### src/rtl/sm4_pkg.sv
package sm4_pkg;

	localparam int WORD_W    = 32;
	localparam int DATA_W    = 4 * WORD_W;
	localparam int ROUNDS    = 32;
	localparam int RK_AW     = $clog2(ROUNDS);
	localparam int KEY_WORDS = 4;
	localparam int CFG_IDX_W = $clog2(KEY_WORDS);

	typedef logic [WORD_W-1:0] word_t;
	typedef logic [RK_AW-1:0]  rk_addr_t;

	localparam word_t FK [KEY_WORDS] = '{
		32'ha3b1bac6, 32'h56aa3350, 32'h677d9197, 32'hb27022dc
	};

	localparam logic [7:0] SBOX [256] = '{
		8'hd6,8'h90,8'he9,8'hfe,8'hcc,8'he1,8'h3d,8'hb7,8'h16,8'hb6,8'h14,8'hc2,8'h28,8'hfb,8'h2c,8'h05,
		8'h2b,8'h67,8'h9a,8'h76,8'h2a,8'hbe,8'h04,8'hc3,8'haa,8'h44,8'h13,8'h26,8'h49,8'h86,8'h06,8'h99,
		8'h9c,8'h42,8'h50,8'hf4,8'h91,8'hef,8'h98,8'h7a,8'h33,8'h54,8'h0b,8'h43,8'hed,8'hcf,8'hac,8'h62,
		8'he4,8'hb3,8'h1c,8'ha9,8'hc9,8'h08,8'he8,8'h95,8'h80,8'hdf,8'h94,8'hfa,8'h75,8'h8f,8'h3f,8'ha6,
		8'h47,8'h07,8'ha7,8'hfc,8'hf3,8'h73,8'h17,8'hba,8'h83,8'h59,8'h3c,8'h19,8'he6,8'h85,8'h4f,8'ha8,
		8'h68,8'h6b,8'h81,8'hb2,8'h71,8'h64,8'hda,8'h8b,8'hf8,8'heb,8'h0f,8'h4b,8'h70,8'h56,8'h9d,8'h35,
		8'h1e,8'h24,8'h0e,8'h5e,8'h63,8'h58,8'hd1,8'ha2,8'h25,8'h22,8'h7c,8'h3b,8'h01,8'h21,8'h78,8'h87,
		8'hd4,8'h00,8'h46,8'h57,8'h9f,8'hd3,8'h27,8'h52,8'h4c,8'h36,8'h02,8'he7,8'ha0,8'hc4,8'hc8,8'h9e,
		8'hea,8'hbf,8'h8a,8'hd2,8'h40,8'hc7,8'h38,8'hb5,8'ha3,8'hf7,8'hf2,8'hce,8'hf9,8'h61,8'h15,8'ha1,
		8'he0,8'hae,8'h5d,8'ha4,8'h9b,8'h34,8'h1a,8'h55,8'had,8'h93,8'h32,8'h30,8'hf5,8'h8c,8'hb1,8'he3,
		8'h1d,8'hf6,8'he2,8'h2e,8'h82,8'h66,8'hca,8'h60,8'hc0,8'h29,8'h23,8'hab,8'h0d,8'h53,8'h4e,8'h6f,
		8'hd5,8'hdb,8'h37,8'h45,8'hde,8'hfd,8'h8e,8'h2f,8'h03,8'hff,8'h6a,8'h72,8'h6d,8'h6c,8'h5b,8'h51,
		8'h8d,8'h1b,8'haf,8'h92,8'hbb,8'hdd,8'hbc,8'h7f,8'h11,8'hd9,8'h5c,8'h41,8'h1f,8'h10,8'h5a,8'hd8,
		8'h0a,8'hc1,8'h31,8'h88,8'ha5,8'hcd,8'h7b,8'hbd,8'h2d,8'h74,8'hd0,8'h12,8'hb8,8'he5,8'hb4,8'hb0,
		8'h89,8'h69,8'h97,8'h4a,8'h0c,8'h96,8'h77,8'h7e,8'h65,8'hb9,8'hf1,8'h09,8'hc5,8'h6e,8'hc6,8'h84,
		8'h18,8'hf0,8'h7d,8'hec,8'h3a,8'hdc,8'h4d,8'h20,8'h79,8'hee,8'h5f,8'h3e,8'hd7,8'hcb,8'h39,8'h48
	};

	function automatic word_t rotl(input word_t v, input int n);
		return (v << n) | (v >> (WORD_W - n));
	endfunction

	// byte-wise S-box substitution
	function automatic word_t tau(input word_t v);
		word_t r;
		for (int b = 0; b < 4; b++) begin
			r[8*b +: 8] = SBOX[v[8*b +: 8]];
		end
		return r;
	endfunction

	function automatic word_t lin_data(input word_t b);
		return b ^ rotl(b, 2) ^ rotl(b, 10) ^ rotl(b, 18) ^ rotl(b, 24);
	endfunction

	function automatic word_t lin_key(input word_t b);
		return b ^ rotl(b, 13) ^ rotl(b, 23);
	endfunction

	// byte j of CK word i is (4i+j)*7 mod 256, byte 0 most significant
	function automatic word_t ck_word(input rk_addr_t i);
		word_t w;
		logic [RK_AW+1:0] idx;
		for (int j = 0; j < 4; j++) begin
			idx = {i, 2'(j)};
			w[8*(3-j) +: 8] = 8'(idx * 7);
		end
		return w;
	endfunction

endpackage

### src/rtl/sm4_ram.sv
module sm4_ram #(
	parameter int WIDTH = 32,
	parameter int DEPTH = 32
) (
	input  logic                     clk,
	input  logic                     we,
	input  logic [$clog2(DEPTH)-1:0] waddr,
	input  logic [WIDTH-1:0]         wdata,
	input  logic [$clog2(DEPTH)-1:0] raddr,
	output logic [WIDTH-1:0]         rdata
);

	logic [WIDTH-1:0] mem [DEPTH];

	always_ff @(posedge clk) begin
		if (we) begin
			mem[waddr] <= wdata;
		end
		rdata <= mem[raddr];
	end

endmodule

### src/rtl/sm4_block_cipher.sv
// SM4 block cipher, ECB. A taken block passes the FETCH state, which reads the
// first round key from the round-key RAM, then runs one round per cycle through
// a single S-box layer shared with the key schedule (32 rounds), then loads the
// output register in the DONE state once that register is free. The first block
// after reset or after any key register write first runs the key schedule on the
// same S-box layer, with its own linear map, writing one round key per cycle into
// the RAM. The round-key RAM read port, one key per cycle, sets the round rate.
// A finished result waits in the output register while the next block is taken.
module sm4_block_cipher (
	input  logic                           clk,
	input  logic                           arst_n,
	input  logic                           s_tvalid,
	output logic                           s_tready,
	// block_word0, block_word1, block_word2, block_word3
	input  logic [sm4_pkg::DATA_W-1:0]     s_tdata,
	// decrypt
	input  logic                           s_tuser,
	output logic                           m_tvalid,
	input  logic                           m_tready,
	// result_word0, result_word1, result_word2, result_word3
	output logic [sm4_pkg::DATA_W-1:0]     m_tdata,
	input  logic                           cfg_we,
	input  logic [sm4_pkg::CFG_IDX_W-1:0]  cfg_index,
	input  logic [sm4_pkg::WORD_W-1:0]     cfg_data
);

	import sm4_pkg::*;

	typedef enum logic [2:0] {
		ST_IDLE,
		ST_EXPAND,
		ST_FETCH,
		ST_ROUND,
		ST_DONE
	} state_t;

	state_t               state_q;
	rk_addr_t             cnt_q;
	logic                 keys_ready_q;
	logic                 dec_q;
	logic                 m_tvalid_q;
	logic [DATA_W-1:0]    m_tdata_q;
	word_t                key_q [KEY_WORDS];
	word_t                k_q [4];
	word_t                x_q [4];

	rk_addr_t             cnt_nxt;
	rk_addr_t             rk_raddr;
	word_t                rk_rdata;
	word_t                sub_in;
	word_t                sub_out;
	word_t                k_new;
	word_t                x_new;

	assign cnt_nxt = cnt_q + 1'b1;

	// shared round unit: key schedule and data rounds use the same S-box layer
	always_comb begin
		if (state_q == ST_EXPAND) begin
			sub_in = k_q[1] ^ k_q[2] ^ k_q[3] ^ ck_word(cnt_q);
		end else begin
			sub_in = x_q[1] ^ x_q[2] ^ x_q[3] ^ rk_rdata;
		end
	end

	assign sub_out = tau(sub_in);
	assign k_new   = k_q[0] ^ lin_key(sub_out);
	assign x_new   = x_q[0] ^ lin_data(sub_out);

	// fetch the key one round ahead; decrypt walks the keys backward
	always_comb begin
		if (state_q == ST_FETCH) begin
			rk_raddr = dec_q ? ~rk_addr_t'(0) : rk_addr_t'(0);
		end else begin
			rk_raddr = dec_q ? ~cnt_nxt : cnt_nxt;
		end
	end

	sm4_ram #(
		.WIDTH (WORD_W),
		.DEPTH (ROUNDS)
	) u_rk_ram (
		.clk   (clk),
		.we    (state_q == ST_EXPAND),
		.waddr (cnt_q),
		.wdata (k_new),
		.raddr (rk_raddr),
		.rdata (rk_rdata)
	);

	always_ff @(posedge clk or negedge arst_n) begin
		if (!arst_n) begin
			for (int i = 0; i < KEY_WORDS; i++) begin
				key_q[i] <= '0;
			end
		end else if (cfg_we) begin
			key_q[cfg_index] <= cfg_data;
		end
	end

	always_ff @(posedge clk or negedge arst_n) begin
		if (!arst_n) begin
			state_q      <= ST_IDLE;
			cnt_q        <= '0;
			keys_ready_q <= 1'b0;
			dec_q        <= 1'b0;
			m_tvalid_q   <= 1'b0;
			m_tdata_q    <= '0;
			for (int i = 0; i < 4; i++) begin
				k_q[i] <= '0;
				x_q[i] <= '0;
			end
		end else begin
			unique case (state_q)
				ST_IDLE: begin
					if (s_tvalid) begin
						dec_q <= s_tuser;
						cnt_q <= '0;
						for (int i = 0; i < 4; i++) begin
							x_q[i] <= s_tdata[WORD_W*i +: WORD_W];
							k_q[i] <= key_q[i] ^ FK[i];
						end
						state_q <= keys_ready_q ? ST_FETCH : ST_EXPAND;
					end
				end
				ST_EXPAND: begin
					k_q[0] <= k_q[1];
					k_q[1] <= k_q[2];
					k_q[2] <= k_q[3];
					k_q[3] <= k_new;
					cnt_q  <= cnt_nxt;
					if (cnt_q == rk_addr_t'(ROUNDS - 1)) begin
						state_q <= ST_FETCH;
					end
				end
				ST_FETCH: begin
					state_q <= ST_ROUND;
				end
				ST_ROUND: begin
					x_q[0] <= x_q[1];
					x_q[1] <= x_q[2];
					x_q[2] <= x_q[3];
					x_q[3] <= x_new;
					cnt_q  <= cnt_nxt;
					if (cnt_q == rk_addr_t'(ROUNDS - 1)) begin
						state_q <= ST_DONE;
					end
				end
				ST_DONE: begin
					// hold the result until the output register frees up
					if (!m_tvalid_q || m_tready) begin
						m_tdata_q <= {x_q[0], x_q[1], x_q[2], x_q[3]};
						state_q   <= ST_IDLE;
					end
				end
				default: begin
					state_q <= ST_IDLE;
				end
			endcase
			if (state_q == ST_DONE && (!m_tvalid_q || m_tready)) begin
				m_tvalid_q <= 1'b1;
			end else if (m_tvalid_q && m_tready) begin
				m_tvalid_q <= 1'b0;
			end
			if (cfg_we) begin
				keys_ready_q <= 1'b0;
			end else if (state_q == ST_EXPAND && cnt_q == rk_addr_t'(ROUNDS - 1)) begin
				keys_ready_q <= 1'b1;
			end
		end
	end

	assign s_tready = (state_q == ST_IDLE);
	assign m_tvalid = m_tvalid_q;
	assign m_tdata  = m_tdata_q;

endmodule

### config.mk
export PLATFORM = sky130hd
export DESIGN_NAME = sm4_block_cipher
export DESIGN_NICKNAME = d
export VERILOG_FILES = /design/src/rtl/sm4_pkg.sv /design/src/rtl/sm4_ram.sv /design/src/rtl/sm4_block_cipher.sv
export SDC_FILE = /design/constraint.sdc
export NUM_CORES = 2
export LEC_CHECK = 0
export BUFFER_PORTS_ARGS = -buffer_cell sky130_fd_sc_hd__buf_2
export CAP_MARGIN = 20
export CORE_MARGIN = 2
export CORE_UTILIZATION = 50
export DETAILED_ROUTE_END_ITERATION = 12
export GPL_TIMING_DRIVEN = 0
export HOLD_SLACK_MARGIN = 0.02
export PLACE_DENSITY_LB_ADDON = 0.3
export SYNTH_ARGS = -nofsm -noshare
export SYNTH_HDL_FRONTEND = slang
export SYNTH_SLANG_ARGS = --single-unit
### constraint.sdc
create_clock -name clk -period 5.55 [get_ports clk]
set_clock_uncertainty 0.1 [all_clocks]
set_input_delay 0.555 -clock clk [delete_from_list [all_inputs] [get_ports clk]]
set_output_delay 0.555 -clock clk [all_outputs]
set_load 0.02 [all_outputs]
---- Word level (Yosys, flattened, before mapping) ----
Memories as Yosys holds them, arrays and structs flattened. A register that Yosys moved wholly into a read port is not among the register bits.
Cells that the tools add are included.
cells by class
  add/subtract/negate cells ............... 1
  multipliers ............................. 4
  divide/modulo/power cells ............... 0
  magnitude comparators ................... 6
  equality and inequality tests ........... 9
  shift operators ......................... 0
  muxes and demuxes ....................... 33
  bitwise logic cells ..................... 30
  reduce and logical (&&, ||, !) cells .... 19
operators with widths
  kind                                                       number
  case mux 128 bit (2 select lines)                          2
  bitwise XOR 32 bit                                         14
  2-to-1 mux 128 bit                                         2
  bitwise mux 128 bit                                        1
  demux 32 bit (select 2 bit)                                1
  2-to-1 mux 32 bit                                          2
  2-to-1 mux 8 bit                                           8
  greater-or-equal comparator 9 bit (second input constant)  4
  NOT 8 -> 9 bit                                             4
  OR 32 x 10 -> 32 bit                                       1
  OR 32 x 13 -> 32 bit                                       1
  OR 32 x 18 -> 32 bit                                       1
  OR 32 x 2 -> 32 bit                                        1
  OR 32 x 23 -> 32 bit                                       1
  OR 32 x 24 -> 32 bit                                       1
  NOT 14 bit                                                 2
  2-to-1 mux 5 bit                                           4
  NOT 19 bit                                                 1
  NOT 17 bit                                                 1
  multiplier 7 x 3 -> 8 bit (second input constant)          2
  case mux 3 bit (5 select lines)                            1
  2-to-1 mux 3 bit                                           4
  case mux 5 bit (2 select lines)                            1
  AND reduction 2 bit                                        5
  22 further kinds                                           37
storage, ports and cells
  register bits after elaboration ......... 523
  latch bits .............................. 0
  RAM bits ................................ 1,024
  bits in read-only memories .............. 8,192
  input bits .............................. 168
  output and inout port bits .............. 130
  logic and storage cells ................. 125
  memories kept ........................... 5
memories
  name              words  bits a word  rd ports  clocked after Yosys merged registers in  write ports  line           text
  (name not given)  256    8            1         0                                        0            sm4_pkg.sv:44  r[8*b +: 8] = SBOX[v[8*b +: 8]];
  (name not given)  256    8            1         0                                        0            sm4_pkg.sv:44
  (name not given)  256    8            1         0                                        0            sm4_pkg.sv:44
  (name not given)  256    8            1         0                                        0            sm4_pkg.sv:44
  u_rk_ram.mem      32     32           1         1                                        1            sm4_ram.sv:13  logic [WIDTH-1:0] mem [DEPTH];

---- Longest topological paths before layout ----
  depth in word-level cells ............... 15
  gate-level depth with buffers ........... 19
  depth with buffers taken out ............ 16

---- By module ----
Synthesis repeated with hierarchy kept, for this count alone.
unflattened totals
  cell total of the unflattened synthesis .. 6,639
  area, all modules ....................... 78,395.2 sq um
modules (own cells, without submodules)
  module            times used  cells an instance  area each (sq um)  seq. area each (sq um)
  sm4_ram           1           2,260              40,485.1           31,390.1
  sm4_block_cipher  1           4,379              37,910.1           13,087.6

---- Least setup slack after synthesis ----
No wires, ideal clock.
  path type ............................... register to register
  from .................................... register cnt_q[0]
  to ...................................... memory u_rk_ram.mem[0][18], data pin
  library setup time ...................... 394 ps
  arrival time ............................ 5,014 ps
  data required time ...................... 5,056 ps
  path slack .............................. 42 ps
  cell stages (with the launch flop) ...... 16
  buffers on the path ..................... 2
  clock period less this slack ............ 5,508 ps
  path through ............................ dfrtp_1 > fa_1 > nand2_1 > fa_1 > xnor2_1 > xnor2_1 > mux2_2 > buf_6 > clkbuf_1 > nor2_1 > a2111oi_0 > o21ai_1 > o32ai_4 > xor2_2 > xor2_1 > xnor2_1
on the way
  cells in the longest elaborated chain, start to end .. 11
  elaborated cells on any way between the ends .. 22
  classes of those cells .................. 3 x mul; 7 x mux; 9 x bitwise; 3 x memory
RTL lines
  item                                                  line                     text
  start: declaration                                    sm4_block_cipher.sv:38   rk_addr_t cnt_q;
  start signal: assignment                              sm4_block_cipher.sv:131  cnt_q <= cnt_nxt;
  start signal: assignment                              sm4_block_cipher.sv:144  cnt_q <= cnt_nxt;
  multiplier 7 x 3 -> 8 bit                             sm4_pkg.sv:63            w[8*(3-j) +: 8] = 8'(idx * 7);
  bitwise XOR 32 bit *                                  sm4_block_cipher.sv:60   sub_in = k_q[1] ^ k_q[2] ^ k_q[3] ^ ck_word(cnt_q);
  2-to-1 mux 32 bit *                                   sm4_block_cipher.sv:59   if (state_q == ST_EXPAND) begin
  NOT 8 -> 9 bit (not written as such)                  sm4_pkg.sv:44
  memory read (256 x 8 bit)                             --
  2-to-1 mux 8 bit (not written as such) (2 in series)  sm4_pkg.sv:44
  OR 32 x 13 -> 32 bit                                  sm4_pkg.sv:37            return (v << n) | (v >> (WORD_W - n));
  bitwise XOR 32 bit                                    sm4_pkg.sv:54            return b ^ rotl(b, 13) ^ rotl(b, 23);
  bitwise XOR 32 bit *                                  sm4_pkg.sv:54
  bitwise XOR 32 bit *                                  sm4_block_cipher.sv:67   assign k_new = k_q[0] ^ lin_key(sub_out);
  named net k_new[18]                                   sm4_block_cipher.sv:52   word_t k_new;
  end: declaration                                      sm4_ram.sv:13
Mark *: on every way through the listed nets, which the timed path passes. The rest lies on a longest branch. The select of a mux whose other input is x is not followed.

---- Worst setup path in the final report ----
  from .................................... register cnt_q[0]
  to ...................................... register u_rk_ram.rdata[25] (read register of u_rk_ram.mem)
on the way
  cells in the longest elaborated chain, start to end .. 4
RTL lines
  item                    line                    text
  adder 5 x 1 -> 5 bit *  sm4_block_cipher.sv:55  assign cnt_nxt = cnt_q + 1'b1;
  NOT 5 bit               sm4_block_cipher.sv:75  rk_raddr = dec_q ? ~cnt_nxt : cnt_nxt;
  2-to-1 mux 5 bit *      sm4_block_cipher.sv:75
  2-to-1 mux 5 bit *      sm4_block_cipher.sv:72  if (state_q == ST_FETCH) begin
  end: declaration        sm4_ram.sv:10           output logic [WIDTH-1:0] rdata
Mark *: on every way between the ends. The rest lies on a longest branch, timed or not.
A chain may end at the register's enable or synchronous reset.

==> summary.txt <==
mapped cell area - 0.07834 mm²
crit path capture type - flop
Final Hold Fails - 0
type of the worst setup path - reg -> reg
most common cell after layout, fill and taps aside - edfxtp_1
min-delay worst type - in -> reg
vias in the first global route - 66.34k
buffer depth of the longest clock path - 3
port bufs - 297
antenna violations before repair - 63
drt wl/cell - 47.16 µm
Initial Util - 50.27%
largest net degree at the start of global routing - 128
Clock transition at path regs - 70 ps
chip height - 399.8 µm
H-tree level count - 4
I/O Pins - 298
NumNets Final - 7091
maxcap violations - 1
CTS Sinks - 1579
Worst Tran Pin Value - 1561 ps
most area-consuming cells after synthesis - edfxtp_1 39%, dfrtp_1 17%, mux4_2 9.2%, mux2_2 4.4%, nand2_1 2.9%
RR Endpoint - u_rk_ram.rdata[25]$_DFF_P_
distinct cell type count after synthesis - 113
Post-synth top flop - edfxtp_1
Setup crit start kind - flop
final setup fails - 518
final cycle utilization of the critical path - 103.4%
Async SR Flop Fraction - 33.12%
Fmax achieved - 174.2 MHz
Crit path arrival time - 6370 ps
unrepaired setup endpoints after global routing - true
routed via count - 69.97k
reg2reg path depth - 11
die area - 0.1599 mm²
crit-path max FO - 10
number of synthesized flops with an enable pin - 1024
global-route wire length before repair - 569.0 mm
Worst Slack Setup Final - -189.7 ps
routability cong. - 1.089
worst hold endpoint - key_q[124]$_DFFE_PN0P_
share of layout cells above drive strength 1 - 30.41%
Skew-Pair Late Insertion Delay - 850 ps
Synth top area share - 39.25%
Final Max Slew Viols - 11
Synth Instances - 6024
Seq. cell area - 0.04449 mm²
post-detail-place hpwl - 278.8 mm
status - complete, but fails checks
DRC - 0
area delta synth->final - 22.54%
Die X - 399.8 µm
first drt pass iteration count - 11
YS warnings - 0
DR vias/cell - 7.678
syn_nets - 6226
failing checks - max-capacitance violations, max-slew violations, negative setup slack
Rel. slew slack - -4.098%
total CTS buffers - 158
total wire length - 429.8 mm
Hold Startpoint - cfg_data[28]
R2R Setup Slk - -190 ps
Root Buffer - clkbuf_16
antenna-violating nets left - 0
grt ovf - 0
Worst EP required - 6180 ps
Avg Cell Area, Syn - 13.00 µm²
dominant cell type by area after synthesis - edfxtp_1
CTS tree - built
Multi-input gate area - 0.03412 mm²
Final min period - 5740 ps
post-route cell area - 0.09600 mm²
DRT iter0 DRCs - 13.53k
RR Startpoint - cnt_q[0]$_DFFE_PN0P_
placed instance area - 0.08443 mm²
Fill cells - 11.15k
most frequent cells in the layout - 1024 x edfxtp_1, 608 x nand2_1, 519 x dfrtp_1
Hold Crit Depth - 2
Core Footprint - 0.1558 mm²
Site Rows - 145
GRT Total Usage - 52.26%
synthesis-stage register bit count - 1579
register area share after synthesis - 56.78%
-- state kept, by name, indices dropped and copies added, names as in the netlist --
register and count:
cnt_q 5, dec_q 1, k_q 128, key_q 128, keys_ready_q 1, m_tdata 128, m_tvalid 1, state_q 3
u_rk_ram.mem 1024, u_rk_ram.rdata 32, x_q 128
-- cell usage after synthesis, drive strengths merged (12+ instances only) --
cell type / n
a2111oi: 32
a211oi: 72
a21o: 22
a21oi: 270
a221o: 22
a221oi: 52
a22oi: 32
a311oi: 25
a31oi: 159
a32oi: 15
and2: 22
and3: 13
buf: 248
clkbuf: 248
dfrtp: 523
dfxtp: 32
edfxtp: 1024
ha: 27
inv: 16
mux2: 308
mux2i: 32
mux4: 320
nand2: 618
nand3: 101
nand4: 25
nor2: 445
nor3: 100
nor4: 22
o2111ai: 15
o211ai: 78
o21a: 12
o21ai: 319
o221a: 56
o221ai: 28
o22ai: 106
o311ai: 29
o31ai: 30
o32ai: 20
xnor2: 277
xnor3: 22
xor2: 91
-- worst max-delay path by stage --
stage / from / to / slack, ps / cells after the start
3_3_place_gp: arst_n / m_tdata[82]$_DFFE_PN0P_ / -6800 / 1
5_1_grt: cnt_q[0]$_DFFE_PN0P_ / k_q[28]$_DFFE_PN0P_ / -60 / 18
4_1_cts: cnt_q[1]$_DFFE_PN0P_ / k_q[4]$_DFFE_PN0P_ / -3 / 15
6_report: cnt_q[0]$_DFFE_PN0P_ / u_rk_ram.rdata[25]$_DFF_P_ / -190 / 11
2_1_floorplan: cnt_q[0]$_DFFE_PN0P_ / u_rk_ram.mem[0][18]$_DFFE_PP_ / 40 / 15
3_5_place_dp: cnt_q[0]$_DFFE_PN0P_ / u_rk_ram.mem[23][0]$_DFFE_PP_ / -2650 / 16
-- logic make-up (layout without fill, tap and decap cells) --
| kind of cell | count (synthesis) | count (layout) | synth area share [%] |
|---|---|---|---|
| xor+xnor | 391 | 395 | 4.997 |
| flops | 1579 | 1579 | 56.78 |
| other cells | 0 | 37 | 0 |
| compound gates | 1469 | 1469 | 12.98 |
| mux | 660 | 660 | 14.17 |
| buf+inv | 513 | 1503 | 2.967 |
| simple gates | 1376 | 1376 | 7.476 |
| fa+ha+maj | 36 | 36 | 0.6357 |
-- layer usage --
| layer | global-route usage (%) | share of wire [%] | wire length (µm) | vias up |
|---|---|---|---|---|
| li1 | - | - | - | 25021 |
| met1 | 62.27 | 32 | 137700 | 34279 |
| met2 | 74.31 | 41 | 176800 | 8145 |
| met3 | 21.60 | 16 | 66620 | 2469 |
| met4 | 42.07 | 11 | 48180 | 54 |
| met5 | 1.211 | 0.11 | 492 | - |
-- metrics by stage --
stage	cells	hold WS, ps	setup TNS (ps)	util, %	worst slack [ps]
2_1_floorplan	6024	159.4	0	-	41.58
3_3_place_gp	8379	383.5	-8923080	52.87	-6795
3_5_place_dp	8478	388.3	-2208280	54.17	-2646
4_1_cts	9009	28.70	-2.795	60.62	-2.795
5_1_grt	9086	57.43	-3627	61.56	-57.56
6_report	9113	44.86	-28290	61.60	-189.7
-- cell type report --
type                    instances  area share, %
flip-flops and latches       1579          46.34
multi-input cells            3936          35.54
repair buffers                701          6.900
clock buffers                 200          4.390
plain buffers                 496          2.695
well taps                    2058          2.682
clock inverters                89          1.283
diodes                         37        0.09645
inverters                      17        0.07168
-- what timing repair did --
| action | in CTS | in global routing |
|---|---|---|
| hold buffers | 116 | 0 |
| setup buffers | 123 | 45 |
| resized for setup | 352 | 158 |
| cloned | 3 | 1 |
| endpoints found under the hold margin | 207 | 0 |
| pin swaps | 69 | 41 |
| endpoints found under the setup margin | 1851 | 1171 |
-- worst max-delay path: stages (launching register included) --
cell	delay, ps
dfrtp_4	460
buf_6	220
clkinvlp_4	140
ha_1	290
clkbuf_4	250
nand2_1	150
xor2_1	540
clkbuf_1	1090
clkbuf_1	840
mux4_2	460
mux4_2	710
mux2_2	350
Power is left out: the tool's default activity adds up to more than one toggle a clock period on the data nets, which glitch-free logic cannot reach.
